===== config.mk =====
export PLATFORM = sky130hd
export DESIGN_NAME = atan2pa_div_stage
export DESIGN_NICKNAME = d
export VERILOG_FILES = /design/src/design/atan2pa_pkg.sv /design/src/design/atan2pa_div_stage.sv
export SDC_FILE = /design/constraint.sdc
export NUM_CORES = 1
export LEC_CHECK = 0
export BUFFER_PORTS_ARGS = -buffer_cell sky130_fd_sc_hd__buf_4
export CORE_MARGIN = 2
export CORE_UTILIZATION = 48
export DETAILED_ROUTE_END_ITERATION = 8
export GPL_ROUTABILITY_DRIVEN = 0
export GPL_TIMING_DRIVEN = 0
export HOLD_SLACK_MARGIN = 0.02
export PLACE_DENSITY = 0.79
export SLEW_MARGIN = 5
export SYNTH_ARGS = -nofsm -noshare
export SYNTH_HDL_FRONTEND = slang
export SYNTH_SLANG_ARGS = --single-unit

===== constraint.sdc =====
create_clock -name clk -period 0.8 [get_ports clk]
set_input_delay 0.08 -clock clk [delete_from_list [all_inputs] [get_ports clk]]
set_output_delay 0.08 -clock clk [all_outputs]
set_load 0.02 [all_outputs]

===== src/design/atan2pa_pkg.sv =====
`timescale 1ns / 1ps
// atan2pa_pkg: shared types, fixed-point formats and constants of the atan2 pipeline
// depends on nothing; used by every module of the block

package atan2pa_pkg;

    // slope is unsigned q1.15, 0..32768
    localparam int FRAC_Q  = 15;
    localparam int SLOPE_W = FRAC_Q + 1;

    // horner accumulator, signed, with headroom above q1.15
    localparam int ACC_W   = 18;
    localparam int PROD_W  = ACC_W + SLOPE_W + 1;
    localparam int RND_W   = PROD_W - FRAC_Q;

    // wide working width for the angle before it is cut to the output width
    localparam int EXT_W   = ACC_W + 16;

    localparam int HORNER_STEPS = 5;

    // polynomial coefficients, signed q1.15
    localparam logic signed [ACC_W-1:0] COEF_A = -ACC_W'(1647);
    localparam logic signed [ACC_W-1:0] COEF_B = ACC_W'(8717);
    localparam logic signed [ACC_W-1:0] COEF_C = -ACC_W'(14829);
    localparam logic signed [ACC_W-1:0] COEF_D = ACC_W'(782);
    localparam logic signed [ACC_W-1:0] COEF_E = ACC_W'(32714);

    // pi with 32 fraction bits
    localparam logic [63:0] PI_Q32 = 64'd13493037705;

    // sign and octant information that rides along with each beat
    typedef struct packed {
        logic x_neg;
        logic x_zero;
        logic y_neg;
        logic y_zero;
        logic big_x;
        logic origin;
    } oct_flags_t;

    // coefficient added after horner step idx; the last step adds nothing
    function automatic logic signed [ACC_W-1:0] coef_tail(input int idx);
        logic signed [ACC_W-1:0] c;
        case (idx)
            0:       c = COEF_B;
            1:       c = COEF_C;
            2:       c = COEF_D;
            3:       c = COEF_E;
            default: c = '0;
        endcase
        return c;
    endfunction

    // pi rounded to nearest at afb fraction bits
    function automatic logic [63:0] pi_at(input int afb);
        return (PI_Q32 + (64'd1 << (31 - afb))) >> (32 - afb);
    endfunction

    // pi/2 rounded to nearest at afb fraction bits
    function automatic logic [63:0] half_pi_at(input int afb);
        return (PI_Q32 + (64'd1 << (32 - afb))) >> (33 - afb);
    endfunction

endpackage


===== src/design/atan2pa_div_stage.sv =====
`timescale 1ns / 1ps
// atan2pa_div_stage: one registered restoring-division step, one slope bit per stage
// depends on atan2pa_pkg

module atan2pa_div_stage #(
    parameter int MAG_W = 16
) (
    input  logic                               clk,
    input  logic                               rst_n,
    input  logic                               en,
    input  logic                               in_valid,
    input  logic [MAG_W-1:0]                   in_rem,
    input  logic                               in_bit,
    input  logic [MAG_W-1:0]                   in_big,
    input  logic [atan2pa_pkg::SLOPE_W-1:0]    in_quo,
    input  atan2pa_pkg::oct_flags_t            in_flags,
    output logic                               out_valid,
    output logic [MAG_W-1:0]                   out_rem,
    output logic [MAG_W-1:0]                   out_big,
    output logic [atan2pa_pkg::SLOPE_W-1:0]    out_quo,
    output atan2pa_pkg::oct_flags_t            out_flags
);

    logic                            valid_reg;
    logic [MAG_W-1:0]                rem_reg;
    logic [MAG_W-1:0]                big_reg;
    logic [atan2pa_pkg::SLOPE_W-1:0] quo_reg;
    atan2pa_pkg::oct_flags_t         flags_reg;

    logic [MAG_W:0]                  trial;
    logic                            fits;
    logic [MAG_W-1:0]                rem_next;
    logic [atan2pa_pkg::SLOPE_W-1:0] quo_next;

    // bring down one dividend bit, subtract the divisor where it fits
    always_comb
    begin
        trial    = {in_rem, in_bit};
        fits     = trial >= {1'b0, in_big};
        rem_next = fits ? MAG_W'(trial - {1'b0, in_big}) : MAG_W'(trial);
        quo_next = {in_quo[atan2pa_pkg::SLOPE_W-2:0], fits};
    end

    always_ff @(posedge clk or negedge rst_n)
    begin
        if (!rst_n)
        begin
            valid_reg <= 1'b0;
        end
        else if (en)
        begin
            valid_reg <= in_valid;
        end
    end

    always_ff @(posedge clk)
    begin
        if (en)
        begin
            rem_reg   <= rem_next;
            big_reg   <= in_big;
            quo_reg   <= quo_next;
            flags_reg <= in_flags;
        end
    end

    assign out_valid = valid_reg;
    assign out_rem   = rem_reg;
    assign out_big   = big_reg;
    assign out_quo   = quo_reg;
    assign out_flags = flags_reg;

endmodule


==> results by group <==
Drt
  – ANT nets after route: 0
  – Drt first-iter violations: 245
  – # DRC: 0
  – Drt wl/cell: 23.06 um
  – Vias/cell: 5.844
  – Pre-antenna DRT Iters: 5
  – Detailed Route WL: 10,630 um
  – Vias: 2,694

Critical path
  – Worst Path Max Fanout: 5
  – Crit Path Category: input pin to flop
  – Data arrival, critical path: 2110 ps
  – CP endpoint kind: flop
  – Reg2Reg Launch Point: out_valid$_DFFE_PN0P_
  – R2R Path End: out_valid$_DFFE_PN0P_
  – Crit start category: input pin
  – Reg2Reg Depth: 1
  – R2R Setup Slk: 0 ps
  – Required @ worst endpoint: 870 ps

Synthesis
  – Leading area contributor after synthesis: edfxtp_1
  – Synth Area per Inst: 13.31 sq um
  – Post-synth top cells: edfxtp_1 (54), inv_1 (24), ha_1 (16)
  – Area contributors post-synth: edfxtp_1 (57%), ha_1 (7.1%), mux2_4 (4.3%)
  – Post-synth top area share: 57.45%
  – Async SR Flop Fraction: 1.818%
  – Mapped Area: 2823 sq um
  – Mapped Nets: 288
  – Post-synth EDFFs: 54
  – Seq/Total Area, Yosys: 58.33%
  – Yosys Warn Count: 0
  – Top-count cell post-synth: edfxtp_1
  – Flops & latches, synth: 55
  – Top_reg_cell synth: edfxtp_1
  – Cell variety after synth: 44
  – Mapped Cells: 212

Floorplanning
  – Io pins: 114
  – Starting density of the core: 50.33%
  – Die area: 6510 sq um
  – Core Box Area: 5608 sq um
  – Die Ht: 80.69 um
  – Die X: 80.69 um
  – # rows: 27

Global routing
  – Initial antenna violation count: 0
  – GR Overflow Total: 0
  – Largest net degree at the start of global routing: 56
  – Vias in the first global route: 2,674
  – All-Layer GR Usage: 30.07%
  – Global-route wire length before repair: 14,280 um

Final layout
  – Share of layout cells above drive strength 1: 51.67%
  – Area of the multi-input gates: 1311 sq um
  – P&R area growth vs syn: 77.30%
  – FF/Latch Area: 1648 sq um
  – Antenna cell count: 0
  – FILL cells: 203
  – Layout net count: 464

Status
  – Failing checks: negative setup slack
  – Status: finished with violations

Hold path
  – HP Class: input pin to flop
  – Worst hold stages: 2
  – HP Start: in_rem[2]
  – WHS Endpoint: out_rem[3]$_DFFE_PP_

Clocking
  – Clock tree from TritonCTS: built
  – Clock slew at reported path FFs: 100 ps
  – H-tree lvl count: 2
  – Clk sinks: 55
  – CTS root buffer: clkbuf_8
  – Num CTS Buffers: 5
  – Clock Path Buffers: 2
  – Worst-Skew Late Latency: 310 ps

Place
  – PortBufs: 112
  – Final HPWL DP: 4724 um
  – Post-place setup slack: -1618 ps

Timing
  – Min Hold Slack: 70.21 ps
  – Slew headroom: 66.44%
  – Actual slew at the worst max-slew pin: 503.4 ps
  – Post-layout minimum cycle time: 2032 ps
  – Worst Clk Skew: 0 ps
  – Final Hold Vio Count: 0
  – Max-slew violations: 0
  – Period utilization: 254.0%
  – RSZ-0062 raised after global routing: yes
  – Final worst slack: -1232 ps
  – Final setup violation count: 73
  – Max Clk Rate: 0.4920 GHz

Power and ir drop
  – Maximum VDD drop: 1.322 mV
  – Static leakage: 2.138 nW
  – Total chip power: 0.008709 W
  – Power Density: 1740 nW/um^2

Flow run
  – Max_cap viols: 0
-- kinds of logic after synthesis --
family | Yosys count | synth area share (%)
buf+inv | 31 | 5.053
flops | 55 | 58.33
xor+xnor | 12 | 3.723
fa+ha+maj | 17 | 7.801
simple gates | 36 | 6.206
compound gates | 45 | 11.57
mux | 16 | 7.314
-- worst max-delay path: stages --
cell and delay, ps:
buf_4 120, ha_1 380, a21oi_1 330, o21ai_1 200, a31oi_4 230, o21a_4 160, inv_4 40, buf_12 120
buf_8 130, mux2_4 300
-- cell usage in the layout, fill, tap and decap left out, types with 4 or more instances in the layout --
| master | count |
|---|---|
| a21oi_1 | 8 |
| buf_12 | 4 |
| buf_4 | 67 |
| buf_6 | 62 |
| clkbuf_8 | 5 |
| dlygate4sd3_1 | 39 |
| edfxtp_1 | 54 |
| ha_4 | 12 |
| inv_1 | 16 |
| inv_4 | 4 |
| mux2_2 | 5 |
| mux2_4 | 8 |
| nand2_1 | 12 |
| nor2_1 | 8 |
| o21ai_0 | 4 |
| o21ai_2 | 4 |
| xnor2_1 | 8 |
| xor2_1 | 4 |
-- registers in the layout (all words and copies together) (netlist names) --
name / cells
out_big: 16
out_flags: 6
out_quo: 16
out_rem: 16
out_valid: 1
-- per-layer routing --
layer  global-route usage, %  up-vias  share of wire [%]
li1                        -     1144                  -
met5                       0        -                  0
met4                   10.51        0                4.2
met2                   54.75      211                 50
met1                   34.04     1295                 35
met3                   7.416       44                 10
-- cell type report --
type	instances	share of cell area, %
clock inverters	2	0.7500
repair buffers	174	33.90
flip-flops and latches	55	32.92
inverters	25	2.575
clock buffers	6	1.450
plain buffers	1	0.4000
well taps	72	1.800
multi-input cells	126	26.20
-- stage by stage --
step	cells	instance area (sq um)	utilization (%)	setup TNS, ps
final	461	5005	89.25	-27480
after global placement	396	3908	69.68	-36250
after detailed placement	396	3908	69.68	-38440
after global routing	461	5005	89.25	-28980
after floorplan	212	2977	-	-20250
after CTS	459	4892	87.24	-25000
-- power by group --
part / leakage (nW) / internal, W / total, W / switching [W]
logic: 1.55 / 0.00164 / 0.00311 / 0.00147
clock network: 0.0514 / 0.000936 / 0.00190 / 0.000963
registers: 0.539 / 0.00353 / 0.00370 / 0.000167
-- how the worst max path moves through the flow --
stage                           from                     to  slack [ps]  depth (start not counted)
final                     in_rem[11]   out_rem[8]$_DFFE_PP_       -1230                         10
after global routing      in_rem[11]   out_rem[8]$_DFFE_PP_       -1230                         10
after CTS                 in_big[14]   out_rem[6]$_DFFE_PP_       -1170                         12
after detailed placement  in_big[14]  out_rem[11]$_DFFE_PP_       -1620                         12
after global placement    in_big[14]  out_rem[11]$_DFFE_PP_       -1590                         12
after floorplan           in_big[14]  out_rem[10]$_DFFE_PP_       -1340                         11
-- what timing repair did --
action / 4_1_cts / 5_1_grt
pin swaps: 19 / 10
hold endpoints to repair: 39 / 0
buffers inserted: 21 / 4
hold buffers: 39 / 0
resized for setup: 87 / 24
setup endpoints to repair: 73 / 72
cloned: 0 / 0
No activity file was read; power rests on OpenSTA's default activity.
