==> config.mk <==
export PLATFORM = sky130hd
export DESIGN_NAME = atan2pa_horner_step
export DESIGN_NICKNAME = d
export VERILOG_FILES = /design/src/design/atan2pa_pkg.sv /design/src/design/atan2pa_horner_step.sv
export SDC_FILE = /design/constraint.sdc
export NUM_CORES = 1
export LEC_CHECK = 0
export BUFFER_PORTS_ARGS = -buffer_cell sky130_fd_sc_hd__buf_2
export CORE_ASPECT_RATIO = 1.75
export CORE_UTILIZATION = 45
export CTS_CLUSTER_DIAMETER = 50
export DETAILED_ROUTE_END_ITERATION = 8
export MAX_ROUTING_LAYER = met4
export PLACE_DENSITY = 0.6
export SLEW_MARGIN = 20
export SYNTH_ARGS = -nofsm -noshare
export SYNTH_HDL_FRONTEND = slang
export SYNTH_SLANG_ARGS = --single-unit
export TNS_END_PERCENT = 20
==> constraint.sdc <==
create_clock -name clk -period 3.95 [get_ports clk]
set_input_delay 0.79 -clock clk [delete_from_list [all_inputs] [get_ports clk]]
set_output_delay 0.79 -clock clk [all_outputs]
set_load 0.05 [all_outputs]
==> src/design/atan2pa_pkg.sv <==
`timescale 1ns / 1ps
// atan2pa_pkg: shared types, fixed-point formats and constants of the atan2 pipeline
// depends on nothing; used by every module of the block

package atan2pa_pkg;

    // slope is unsigned q1.15, 0..32768
    localparam int FRAC_Q  = 15;
    localparam int SLOPE_W = FRAC_Q + 1;

    // horner accumulator, signed, with headroom above q1.15
    localparam int ACC_W   = 18;
    localparam int PROD_W  = ACC_W + SLOPE_W + 1;
    localparam int RND_W   = PROD_W - FRAC_Q;

    // wide working width for the angle before it is cut to the output width
    localparam int EXT_W   = ACC_W + 16;

    localparam int HORNER_STEPS = 5;

    // polynomial coefficients, signed q1.15
    localparam logic signed [ACC_W-1:0] COEF_A = -ACC_W'(1647);
    localparam logic signed [ACC_W-1:0] COEF_B = ACC_W'(8717);
    localparam logic signed [ACC_W-1:0] COEF_C = -ACC_W'(14829);
    localparam logic signed [ACC_W-1:0] COEF_D = ACC_W'(782);
    localparam logic signed [ACC_W-1:0] COEF_E = ACC_W'(32714);

    // pi with 32 fraction bits
    localparam logic [63:0] PI_Q32 = 64'd13493037705;

    // sign and octant information that rides along with each beat
    typedef struct packed {
        logic x_neg;
        logic x_zero;
        logic y_neg;
        logic y_zero;
        logic big_x;
        logic origin;
    } oct_flags_t;

    // coefficient added after horner step idx; the last step adds nothing
    function automatic logic signed [ACC_W-1:0] coef_tail(input int idx);
        logic signed [ACC_W-1:0] c;
        case (idx)
            0:       c = COEF_B;
            1:       c = COEF_C;
            2:       c = COEF_D;
            3:       c = COEF_E;
            default: c = '0;
        endcase
        return c;
    endfunction

    // pi rounded to nearest at afb fraction bits
    function automatic logic [63:0] pi_at(input int afb);
        return (PI_Q32 + (64'd1 << (31 - afb))) >> (32 - afb);
    endfunction

    // pi/2 rounded to nearest at afb fraction bits
    function automatic logic [63:0] half_pi_at(input int afb);
        return (PI_Q32 + (64'd1 << (32 - afb))) >> (33 - afb);
    endfunction

endpackage

==> src/design/atan2pa_horner_step.sv <==
`timescale 1ns / 1ps
// atan2pa_horner_step: one horner step in two stages, multiply then round and add
// depends on atan2pa_pkg

module atan2pa_horner_step (
    input  logic                                    clk,
    input  logic                                    rst_n,
    input  logic                                    en,
    input  logic                                    in_valid,
    input  logic signed [atan2pa_pkg::ACC_W-1:0]    in_acc,
    input  logic [atan2pa_pkg::SLOPE_W-1:0]         in_slope,
    input  logic signed [atan2pa_pkg::ACC_W-1:0]    coef,
    input  atan2pa_pkg::oct_flags_t                 in_flags,
    output logic                                    out_valid,
    output logic signed [atan2pa_pkg::ACC_W-1:0]    out_acc,
    output logic [atan2pa_pkg::SLOPE_W-1:0]         out_slope,
    output atan2pa_pkg::oct_flags_t                 out_flags
);

    // product stage
    logic                                     mul_valid_reg;
    logic signed [atan2pa_pkg::PROD_W-1:0]    prod_reg;
    logic signed [atan2pa_pkg::PROD_W-1:0]    prod_next;
    logic [atan2pa_pkg::SLOPE_W-1:0]          mul_slope_reg;
    atan2pa_pkg::oct_flags_t                  mul_flags_reg;

    // round-and-add stage
    logic                                     add_valid_reg;
    logic signed [atan2pa_pkg::ACC_W-1:0]     acc_reg;
    logic signed [atan2pa_pkg::ACC_W-1:0]     acc_next;
    logic [atan2pa_pkg::SLOPE_W-1:0]          add_slope_reg;
    atan2pa_pkg::oct_flags_t                  add_flags_reg;

    logic signed [atan2pa_pkg::PROD_W-1:0]    rnd_sum;
    logic signed [atan2pa_pkg::RND_W-1:0]     rounded;
    logic signed [atan2pa_pkg::RND_W-1:0]     coef_ext;

    assign prod_next = in_acc * $signed({1'b0, in_slope});

    // round half up back to q1.15, then add the next coefficient
    always_comb
    begin
        rnd_sum  = prod_reg + $signed({{(atan2pa_pkg::PROD_W - atan2pa_pkg::FRAC_Q){1'b0}},
                                       1'b1, {(atan2pa_pkg::FRAC_Q - 1){1'b0}}});
        rounded  = rnd_sum[atan2pa_pkg::PROD_W-1:atan2pa_pkg::FRAC_Q];
        coef_ext = atan2pa_pkg::RND_W'(coef);
        acc_next = atan2pa_pkg::ACC_W'(rounded + coef_ext);
    end

    always_ff @(posedge clk or negedge rst_n)
    begin
        if (!rst_n)
        begin
            mul_valid_reg <= 1'b0;
            add_valid_reg <= 1'b0;
        end
        else if (en)
        begin
            mul_valid_reg <= in_valid;
            add_valid_reg <= mul_valid_reg;
        end
    end

    always_ff @(posedge clk)
    begin
        if (en)
        begin
            prod_reg      <= prod_next;
            mul_slope_reg <= in_slope;
            mul_flags_reg <= in_flags;
            acc_reg       <= acc_next;
            add_slope_reg <= mul_slope_reg;
            add_flags_reg <= mul_flags_reg;
        end
    end

    assign out_valid = add_valid_reg;
    assign out_acc   = acc_reg;
    assign out_slope = add_slope_reg;
    assign out_flags = add_flags_reg;

endmodule

==> impl_metrics.toml <==
[setup_path]
worstPathCellList = "buf_12 -> and2_4 -> inv_2 -> fa_2 -> inv_4 -> fa_1 -> fa_1 -> fa_1 -> fa_1 -> inv_2 -> fa_1 -> inv_2 -> ha_4 -> and3_4 -> a221oi_2 -> a21boi_4 -> a31oi_4 -> a2111oi_4 -> o31ai_1 -> xor2_1"
setup.worst_path.start_class = "input port"
crit_path_max_incr_delay_ns = 0.61
critical_path.max_fanout = 8
path_class = "input port to flop"
cp-end-kind = "flop"
timing.critical_path.required_ns = 4.03
critPathMostFrequentCell = "sky130_fd_sc_hd__fa_1"
crit_arrival_ns = 6.18
critPathSlowestCell = "sky130_fd_sc_hd__fa_1"

[final_layout]
final_layout_size_suffix_gt1_frac = 0.2278
area_delta_synth_final_pct = 21.26
finalCoreUtilization = 0.5560
largest_reg_flops = 19
final_nets = 2039
final_cell_count_no_fill = 1989
nFillCells = 2703
insertedDiodeCount = 0
layout_common_cells = "sky130_fd_sc_hd__inv_1 (326), sky130_fd_sc_hd__fa_1 (263), sky130_fd_sc_hd__nand2_1 (157)"
mostFrequentLayoutCell = "sky130_fd_sc_hd__inv_1"

[route]
drc = 0
drt_pass1_iterations = 4
number_of_drc_violations_after_detailed_routing_iteration_0 = 373
detail_route.vias_per_cell = 4.996
final_routed_wirelength_across_all_metal_layers_um = 34590
detailroute.via_count = 9938
post_drt_wl_per_cell_um = 17.39
postRouteAntennaNets = 0

[yosys]
synth_largest_type_area_fraction = 0.4052
area_of_the_mapped_netlist_um2 = 13830
syn_inst = 1365
mean_post_synth_cell_area_um2 = 10.13
synth-seq-cells = 83
synthDominantAreaCellType = "sky130_fd_sc_hd__fa_1"
synth-edff-count = 81
mapped_nets = 1807
async_reset_ff_frac = 0.02410
yosysWarningCount = 0
synth_ff_type = "sky130_fd_sc_hd__edfxtp_1"
seq_area_frac_synth = 0.1795
ys_top_cells_by_area = "sky130_fd_sc_hd__fa_1 (41%), sky130_fd_sc_hd__edfxtp_1 (18%), sky130_fd_sc_hd__inv_1 (9.3%), sky130_fd_sc_hd__ha_1 (9.0%), sky130_fd_sc_hd__and2_1 (6.3%)"
synth_cell_type_count = 51

[hold_path]
hold_path.class = "input port to asynchronous set/reset pin"

[floorplan]
core_area_um2 = 30160
chipWidth_um = 134.5
num_rows = 84
die-area_um2 = 31470
floorplan.die.height_um = 233.9
io_pins = 103
initial_core_utilization = 0.4586

[timing]
final.period_utilization = 1.545
final_hold_viol_count = 0
final_setup_violation_count = 19
hold_slack_ns = 0.2303
post-route-worst-setup-slack_ns = -2.154
period_minus_slack_ns = 6.104
unrepaired_setup_endpoints_after_global_routing = "true"
timing.fmax_mhz = 163.8
report.final.slew_viol_count = 0
worst_slew_pin_slew_ns = 1.028
finalClockSkew_ns = 0.007250
relSlewSlack = 0.3149

[clock_tree]
cts-hold-fix-buffers = 0
clock_sink_count = 83
ctsRootBufferMaster = "sky130_fd_sc_hd__clkbuf_16"
clock_tree_buf_depth = 2
clkTransAtPathRegs_ns = 0.06
tritoncts.num_buffers = 9
htree_num_levels = 3
tritoncts_clock_tree = "built"
worstSkewPairLatency_ns = 0.34

[global_routing]
grt_use_total = 0.2437
antenna_found_initial = 0
pin_count_of_the_biggest_net_entering_global_routing = 84
first_global_vias = 11160
global_route_wire_length_before_repair_um = 55410
grt_overflow = 0

[placed_design]
place_congestion = 0.9211
detailed_place_hpwl_um = 29970
placement.io_buffers = 102
dp_cells = 1963

[outcome]
outcome = "finished with violations"
violations = "setup timing"

[job]
max_cap_check_violation_count = 0
==> synth_stat cells (all sizes together), types with 2 or more instances <==
cell and n:
inv 341, fa 280, nand2 164, and2 140, ha 100, edfxtp 81, xnor2 48, clkbuf 39
a21oi 29, nand3 18, xor2 17, nor2 16, o21ai 14, and3 9, a21o 7, nor3 6
nand4 4, nor2b 4, a211o 3, a211oi 3, a21boi 3, nor4 3, o211ai 3, o21bai 3
o31ai 3, or3 3, a2111oi 2, a31oi 2, dfrtp 2, mux2 2, o2111ai 2
==> cell type report <==
class                      count  area (µm²)  share of cell area
sequential                    83        2482              0.1480
timing repair buffer         260        1953              0.1164
multi-input combinational    902       10220              0.6093
tap                          387       484.2             0.02887
clock inverter                 7       123.9            0.007385
inverter                     341        1285             0.07661
clock buffer                   9       225.2             0.01343
==> routing by layer <==
| layer | part of all wire | GRT usage |
|---|---|---|
| met2 | 0.58 | 0.4836 |
| met4 | 0.084 | 0.1675 |
| met5 | 0 | - |
| met3 | 0.020 | 0.01816 |
| met1 | 0.32 | 0.2122 |
==> path summary, 6_finish.rpt <==
path	from	end	slack, ns	depth (start not counted)
max reg2reg	prod_reg[14]$_DFFE_PP_	out_acc[17]$_DFFE_PP_	0.67	12
min reg2reg	mul_slope_reg[6]$_DFFE_PP_	out_slope[6]$_DFFE_PP_	0.42	0
max	in_slope[3]	prod_reg[31]$_DFFE_PP_	-2.15	20
max in group asynchronous	rst_n	mul_valid_reg$_DFFE_PN0P_	3.62	1
min	rst_n	out_valid$_DFFE_PN0P_	0.23	1
min in group clk	mul_slope_reg[6]$_DFFE_PP_	out_slope[6]$_DFFE_PP_	0.42	0
==> worst max-delay path, delay by kind of cell <==
| family | cells | cell delay (ns) |
|---|---|---|
| adder cells (fa/ha/maj) | 7 | 3.45 |
| AO/OA/AOI/OAI | 5 | 1.23 |
| AND/OR/NAND/NOR | 2 | 0.29 |
| buffers and inverters | 5 | 0.28 |
| XOR/XNOR | 1 | 0.15 |
==> kinds of logic (layout without fill, tap and decap cells) <==
family,count (synthesis),in the layout,synth area share
AOI/OAI and AO/OA,82,82,0.04333
buffers and inverters,380,617,0.1031
xor gates and xnor gates,65,65,0.04116
adders and majority gates,380,380,0.4957
muxes,3,3,0.002352
and+or+nand+nor,372,372,0.1349
DFF,83,83,0.1795
==> what timing repair did <==
action	in CTS	in global routing
resized for setup	55	77
pin swaps	23	42
setup buffers	2	7
endpoints found under the setup margin	19	19
gates cloned	0	1
==> stage by stage <==
step	setup TNS [ns]	setup WS, ns	cell area, µm²
5_1_grt	-37.18	-2.318	16770
6_report	-33.68	-2.154	16770
3_5_place_dp	-43.66	-2.568	15930
2_1_floorplan	-34.43	-2.086	14080
3_3_place_gp	-42.42	-2.498	15930
4_1_cts	-34.94	-2.157	16470
Power is left out: the tool's default activity adds up to more than one toggle a clock period on the data nets, which glitch-free logic cannot reach.
