<file path="src/design/atan2pa_pkg.sv">
`timescale 1ns / 1ps
// atan2pa_pkg: shared types, fixed-point formats and constants of the atan2 pipeline
// depends on nothing; used by every module of the block

package atan2pa_pkg;

    // slope is unsigned q1.15, 0..32768
    localparam int FRAC_Q  = 15;
    localparam int SLOPE_W = FRAC_Q + 1;

    // horner accumulator, signed, with headroom above q1.15
    localparam int ACC_W   = 18;
    localparam int PROD_W  = ACC_W + SLOPE_W + 1;
    localparam int RND_W   = PROD_W - FRAC_Q;

    // wide working width for the angle before it is cut to the output width
    localparam int EXT_W   = ACC_W + 16;

    localparam int HORNER_STEPS = 5;

    // polynomial coefficients, signed q1.15
    localparam logic signed [ACC_W-1:0] COEF_A = -ACC_W'(1647);
    localparam logic signed [ACC_W-1:0] COEF_B = ACC_W'(8717);
    localparam logic signed [ACC_W-1:0] COEF_C = -ACC_W'(14829);
    localparam logic signed [ACC_W-1:0] COEF_D = ACC_W'(782);
    localparam logic signed [ACC_W-1:0] COEF_E = ACC_W'(32714);

    // pi with 32 fraction bits
    localparam logic [63:0] PI_Q32 = 64'd13493037705;

    // sign and octant information that rides along with each beat
    typedef struct packed {
        logic x_neg;
        logic x_zero;
        logic y_neg;
        logic y_zero;
        logic big_x;
        logic origin;
    } oct_flags_t;

    // coefficient added after horner step idx; the last step adds nothing
    function automatic logic signed [ACC_W-1:0] coef_tail(input int idx);
        logic signed [ACC_W-1:0] c;
        case (idx)
            0:       c = COEF_B;
            1:       c = COEF_C;
            2:       c = COEF_D;
            3:       c = COEF_E;
            default: c = '0;
        endcase
        return c;
    endfunction

    // pi rounded to nearest at afb fraction bits
    function automatic logic [63:0] pi_at(input int afb);
        return (PI_Q32 + (64'd1 << (31 - afb))) >> (32 - afb);
    endfunction

    // pi/2 rounded to nearest at afb fraction bits
    function automatic logic [63:0] half_pi_at(input int afb);
        return (PI_Q32 + (64'd1 << (32 - afb))) >> (33 - afb);
    endfunction

endpackage

</file>
<file path="src/design/atan2pa_octant.sv">
`timescale 1ns / 1ps
// atan2pa_octant: scales the octant angle and folds it into the full circle
// depends on atan2pa_pkg

module atan2pa_octant #(
    parameter int AFB = 13,
    parameter int OW  = 16
) (
    input  logic                                  clk,
    input  logic                                  rst_n,
    input  logic                                  en,
    input  logic                                  in_valid,
    input  logic signed [atan2pa_pkg::ACC_W-1:0]  in_r,
    input  atan2pa_pkg::oct_flags_t               in_flags,
    output logic                                  out_valid,
    output logic [OW-1:0]                         out_angle
);

    localparam int EW = atan2pa_pkg::EXT_W;
    localparam logic signed [EW-1:0] PI_V      = EW'(atan2pa_pkg::pi_at(AFB));
    localparam logic signed [EW-1:0] HALF_PI_V = EW'(atan2pa_pkg::half_pi_at(AFB));

    logic                     scl_valid_reg;
    logic signed [EW-1:0]     r_reg;
    logic signed [EW-1:0]     r_next;
    logic signed [EW-1:0]     r_wide;
    atan2pa_pkg::oct_flags_t  scl_flags_reg;

    logic                     ang_valid_reg;
    logic [OW-1:0]            ang_reg;
    logic [OW-1:0]            ang_next;
    logic signed [EW-1:0]     ang_wide;
    logic                     x_pos;
    logic                     y_pos;

    assign r_wide = EW'(in_r);

    // q1.15 to AFB fraction bits
    generate
        if (AFB >= atan2pa_pkg::FRAC_Q)
        begin : g_up
            localparam int UP = AFB - atan2pa_pkg::FRAC_Q;
            assign r_next = r_wide <<< UP;
        end
        else
        begin : g_down
            localparam int DN = atan2pa_pkg::FRAC_Q - AFB;
            localparam logic signed [EW-1:0] HALF_LSB = EW'(64'd1 << (DN - 1));
            assign r_next = (r_wide + HALF_LSB) >>> DN;
        end
    endgenerate

    always_comb
    begin
        x_pos = !scl_flags_reg.x_neg && !scl_flags_reg.x_zero;
        y_pos = !scl_flags_reg.y_neg && !scl_flags_reg.y_zero;
        if (scl_flags_reg.origin)
        begin
            ang_wide = '0;
        end
        else if (scl_flags_reg.big_x)
        begin
            if (x_pos)
                ang_wide = scl_flags_reg.y_neg ? -r_reg : r_reg;
            else
                ang_wide = scl_flags_reg.y_neg ? r_reg - PI_V : PI_V - r_reg;
        end
        else
        begin
            if (!scl_flags_reg.x_neg)
                ang_wide = y_pos ? HALF_PI_V - r_reg : r_reg - HALF_PI_V;
            else
                ang_wide = y_pos ? r_reg + HALF_PI_V : -r_reg - HALF_PI_V;
        end
        ang_next = ang_wide[OW-1:0];
    end

    always_ff @(posedge clk or negedge rst_n)
    begin
        if (!rst_n)
        begin
            scl_valid_reg <= 1'b0;
            ang_valid_reg <= 1'b0;
        end
        else if (en)
        begin
            scl_valid_reg <= in_valid;
            ang_valid_reg <= scl_valid_reg;
        end
    end

    always_ff @(posedge clk)
    begin
        if (en)
        begin
            r_reg         <= r_next;
            scl_flags_reg <= in_flags;
            ang_reg       <= ang_next;
        end
    end

    assign out_valid = ang_valid_reg;
    assign out_angle = ang_reg;

endmodule
</file>
<file path="config.mk">
export PLATFORM = sky130hd
export DESIGN_NAME = atan2pa_octant
export DESIGN_NICKNAME = d
export VERILOG_FILES = /design/src/design/atan2pa_pkg.sv /design/src/design/atan2pa_octant.sv
export SDC_FILE = /design/constraint.sdc
export NUM_CORES = 1
export LEC_CHECK = 0
export ABC_AREA = 0
export ABC_CLOCK_PERIOD_IN_PS = 3400
export BUFFER_PORTS_ARGS = -buffer_cell sky130_fd_sc_hd__buf_4
export CORE_MARGIN = 8
export CORE_UTILIZATION = 45
export CTS_BUF_LIST = sky130_fd_sc_hd__clkbuf_8 sky130_fd_sc_hd__clkbuf_16
export DETAILED_ROUTE_END_ITERATION = 12
export GPL_TIMING_DRIVEN = 1
export PLACE_DENSITY = 0.72
export SETUP_SLACK_MARGIN = 0.3
export SLEW_MARGIN = 20
export SYNTH_ARGS = -nofsm -noshare
export SYNTH_HDL_FRONTEND = slang
export SYNTH_SLANG_ARGS = --single-unit
</file>
<file path="constraint.sdc">
create_clock -name clk -period 3.4 [get_ports clk]
set_input_delay 0.34 -clock clk [delete_from_list [all_inputs] [get_ports clk]]
set_output_delay 0.34 -clock clk [all_outputs]
set_load 0.01 [all_outputs]
</file>
==> impl_metrics.toml <==
[synth]
seq_area_frac_synth_pct = 28.33
synth_seq_cells = 40
syn_area_sq_um = 4204
synth_top_family_by_area = "compound AO/OA/AOI/OAI gates"
synth_adder_area_share_pct = 3.571
synth.avg_cell_area_sq_um = 8.054
synth-edff-count = 38
synth_warnings = 0
synthFlopType = "edfxtp_1"
synthXorXnorAreaFrac_pct = 10.86
ys_types = 70
synthArstFlopShare_pct = 5.000
synth_simple_gate_area_share_pct = 21.43
syn_nets = 562
synth.area.mux_share_pct = 2.798
netlist_instances = 522
synth_compound_gate_area_share_pct = 27.23

[cts]
clk_latency_ps = 310
clock_path_buffers = 2
cts_buffers = 5
htreeDepth = 2
clk_pin_slew_ps = 90
root_buffer = "clkbuf_8"
cts_tree = "done"
clock_sinks = 40

[placed_design]
dp_hpwl_um = 9347
preCtsSetupSlack_ps = 215.9
io_buffers = 43
gp_congestion = 0.9539

[sta]
rsz0062_at_grt = "true"
relSlewSlack_pct = 54.69
fin_ws_ps = 360.0
tightest_slew_ps = 679.7
max_freq_mhz = 328.9
slew_violations = 0
finalSetupViolCount = 0
fin_crit_ps = 3040
skew_ps = 12.76
tns_ps = 0
whs_ps = 195.8
hold_viol = 0
finalCritPeriodShare_pct = 89.41

[global_routing]
antenna_found_initial = 0
grt_max_degree = 41
grt_usage_pct = 20.58
grt_overflow = 0
grt_pass1_vias = 4140
grt_pass1_wl_um = 21200

[critical_path]
worstSetupStartpoint = "r_reg[4]"
endpoint = "out_angle[11]"
rr_startpoint = "r_reg[4]"
path_common_cell = "buf_4"
cp.required_ps = 3470
path_max_fanout = 7
rr_endpoint = "out_angle[11]"
startpoint_type = "flip-flop"
r2r_setup_slack_ps = 360
critPathArrivalTime_ps = 3110
r2r_cells = 11
path_delay_family = "compound AO/OA/AOI/OAI gates"
cp_cell_sequence = "inv_2 -> ha_1 -> buf_4 -> nor4b_4 -> buf_4 -> xnor2_1 -> a21oi_1 -> o22ai_1 -> a2111oi_0 -> a311oi_1 -> mux2_2"
max_stage_delay_ps = 480
timing_worst_setup_path_type = "flip-flop to flip-flop"
crit_slowest_cell = "a2111oi_0"
crit_cells = 11
critPathCaptureType = "flip-flop"
critPathBufInv = 3

[route]
num_vias = 4331
first_iter_violations = 343
totalWireLength_um = 12940
drt_first_pass_iters = 5
viasPerCell = 6.435
wl_per_cell_um = 19.23
drc = 0
drt.antenna.violating_nets = 0

[cells_and_area]
drive_gt1_share_pct = 21.00
area_growth_pct = 16.46
num_antenna_cells = 0
postLayoutCoreUtil_pct = 53.49
nNetsFinal = 601

[power]
swShare_pct = 36.90
switchingPower_mw = 0.6475
p_leak_nw = 1.805
seqPwrFrac_pct = 37.3
pwr-share-clk_pct = 23.6
vdd.ir_drop.worst_uv = 207.1
power_density_nw_per_um2 = 358.5
comb_power_share_pct = 39.1
finalPower_mw = 1.755
internal_power_mw = 1.107

[worst_hold_path]
hp-class = "input port to flip-flop"
hold_depth = 1

[run]
max-cap-violations = 0

[floorplanning]
pin_count = 45
dieArea_sq_um = 12690
row_count = 35
chipWidth_um = 112.7
start_util_pct = 45.93
core_sq_um = 9153
dieHeight_um = 112.7

[run_status]
status = "complete, no violations"
layout by cell type (no fill, tap or decap), types with 7 or more instances in the layout:
cell type  netlist  final
o21ai_0         25     24
xnor2_1         35     35
a21oi_1         34     34
edfxtp_1        38     38
inv_1           15     14
or2_2            8      8
a211oi_1        10     10
xor2_1          14     13
nand4_1          9      9
ha_1            12     11
buf_4            0     74
nand3_1         22     22
a31oi_1         16     16
nor3_1          22     20
o31ai_1          7      7
o211ai_1        13     13
nand2_1         40     40
nor2_1          47     47
and3_1           7      7
timing repair:
| action | in CTS | in global routing |
|---|---|---|
| resized for setup | 0 | 11 |
| pin swaps | 0 | 1 |
| setup endpoints to repair | 2 | 6 |
| hold buffers | 1 | 0 |
| endpoints found under the hold margin | 2 | 0 |
| gates cloned | 0 | 1 |
| buffers inserted | 5 | 1 |
layout make-up:
cell class / instances / area [sq um]
Clock inverter: 3 / 42.54
Tap cell: 111 / 138.9
Inverter: 18 / 67.56
Sequential cell: 40 / 1191
Fill cell: 867 / 4257
Clock buffer: 5 / 68.82
Multi-Input combinational cell: 420 / 2810
Timing Repair Buffer: 76 / 576.8
worst min-delay path by stage:
stage | start | slack [ps] | endpoint
after detailed placement | rst_n | 120 | scl_valid_reg
after CTS | in_flags[5] | 190 | scl_flags_reg[5]
after global placement | rst_n | 120 | out_valid
final | in_flags[0] | 200 | scl_flags_reg[0]
after global routing | in_flags[5] | 180 | scl_flags_reg[5]
after floorplan | rst_n | 40 | out_valid
power groups by stage:
| stage | Sequential [mW] | Combinational (mW) | Clock [mW] |
|---|---|---|---|
| 2_1_floorplan | 0.641 | 0.455 | 0 |
| 3_3_place_gp | 0.664 | 0.640 | 0 |
| 3_5_place_dp | 0.667 | 0.647 | 0 |
| 4_1_cts | 0.652 | 0.666 | 0.420 |
| 5_1_grt | 0.661 | 0.751 | 0.443 |
| 6_report | 0.654 | 0.687 | 0.414 |
synthesized netlist by cell type, types with 5 or more instances:
library cell / instances / share of area, %
edfxtp_1: 38 / 27
o211ai_1: 13 / 2.3
nor2_1: 47 / 4.2
or4_1: 5 / 0.89
xnor2_1: 35 / 7.3
xor2_1: 14 / 2.9
nor3_1: 22 / 2.6
nand4_1: 9 / 1.3
a31o_2: 6 / 1.2
ha_1: 12 / 3.6
or2_2: 8 / 1.2
and3_1: 7 / 1.0
o21ai_0: 25 / 3.0
inv_1: 15 / 1.3
nand3_1: 22 / 2.6
a31oi_1: 16 / 2.4
mux2_2: 6 / 1.6
clkbuf_1: 38 / 3.4
mux2i_1: 5 / 1.2
a21oi_1: 34 / 4.0
nand2_1: 40 / 3.6
a211oi_1: 10 / 1.8
o31ai_1: 7 / 1.2
cell families after synthesis:
family / count (synthesis)
fa+ha+maj: 12
xor+xnor: 50
buf+inv: 62
simple gates: 182
flops: 40
compound gates: 165
mux: 11
routing by layer:
| metal | wire, um | vias up | global-route usage [%] |
|---|---|---|---|
| met3 | 1011 | 21 | 3.060 |
| met2 | 5903 | 220 | 32.24 |
| met1 | 5720 | 2037 | 27.84 |
| met4 | 306 | 0 | 7.914 |
| met5 | 0 | - | 0 |
| li1 | - | 2053 | - |
per-stage QoR:
step,cell area (sq um),std cells
floorplan,4204,522
global placement,4678,657
detailed placement,4678,657
CTS,4837,671
global route,4896,673
finish,4896,673
Power figures use the tool's default switching activity.
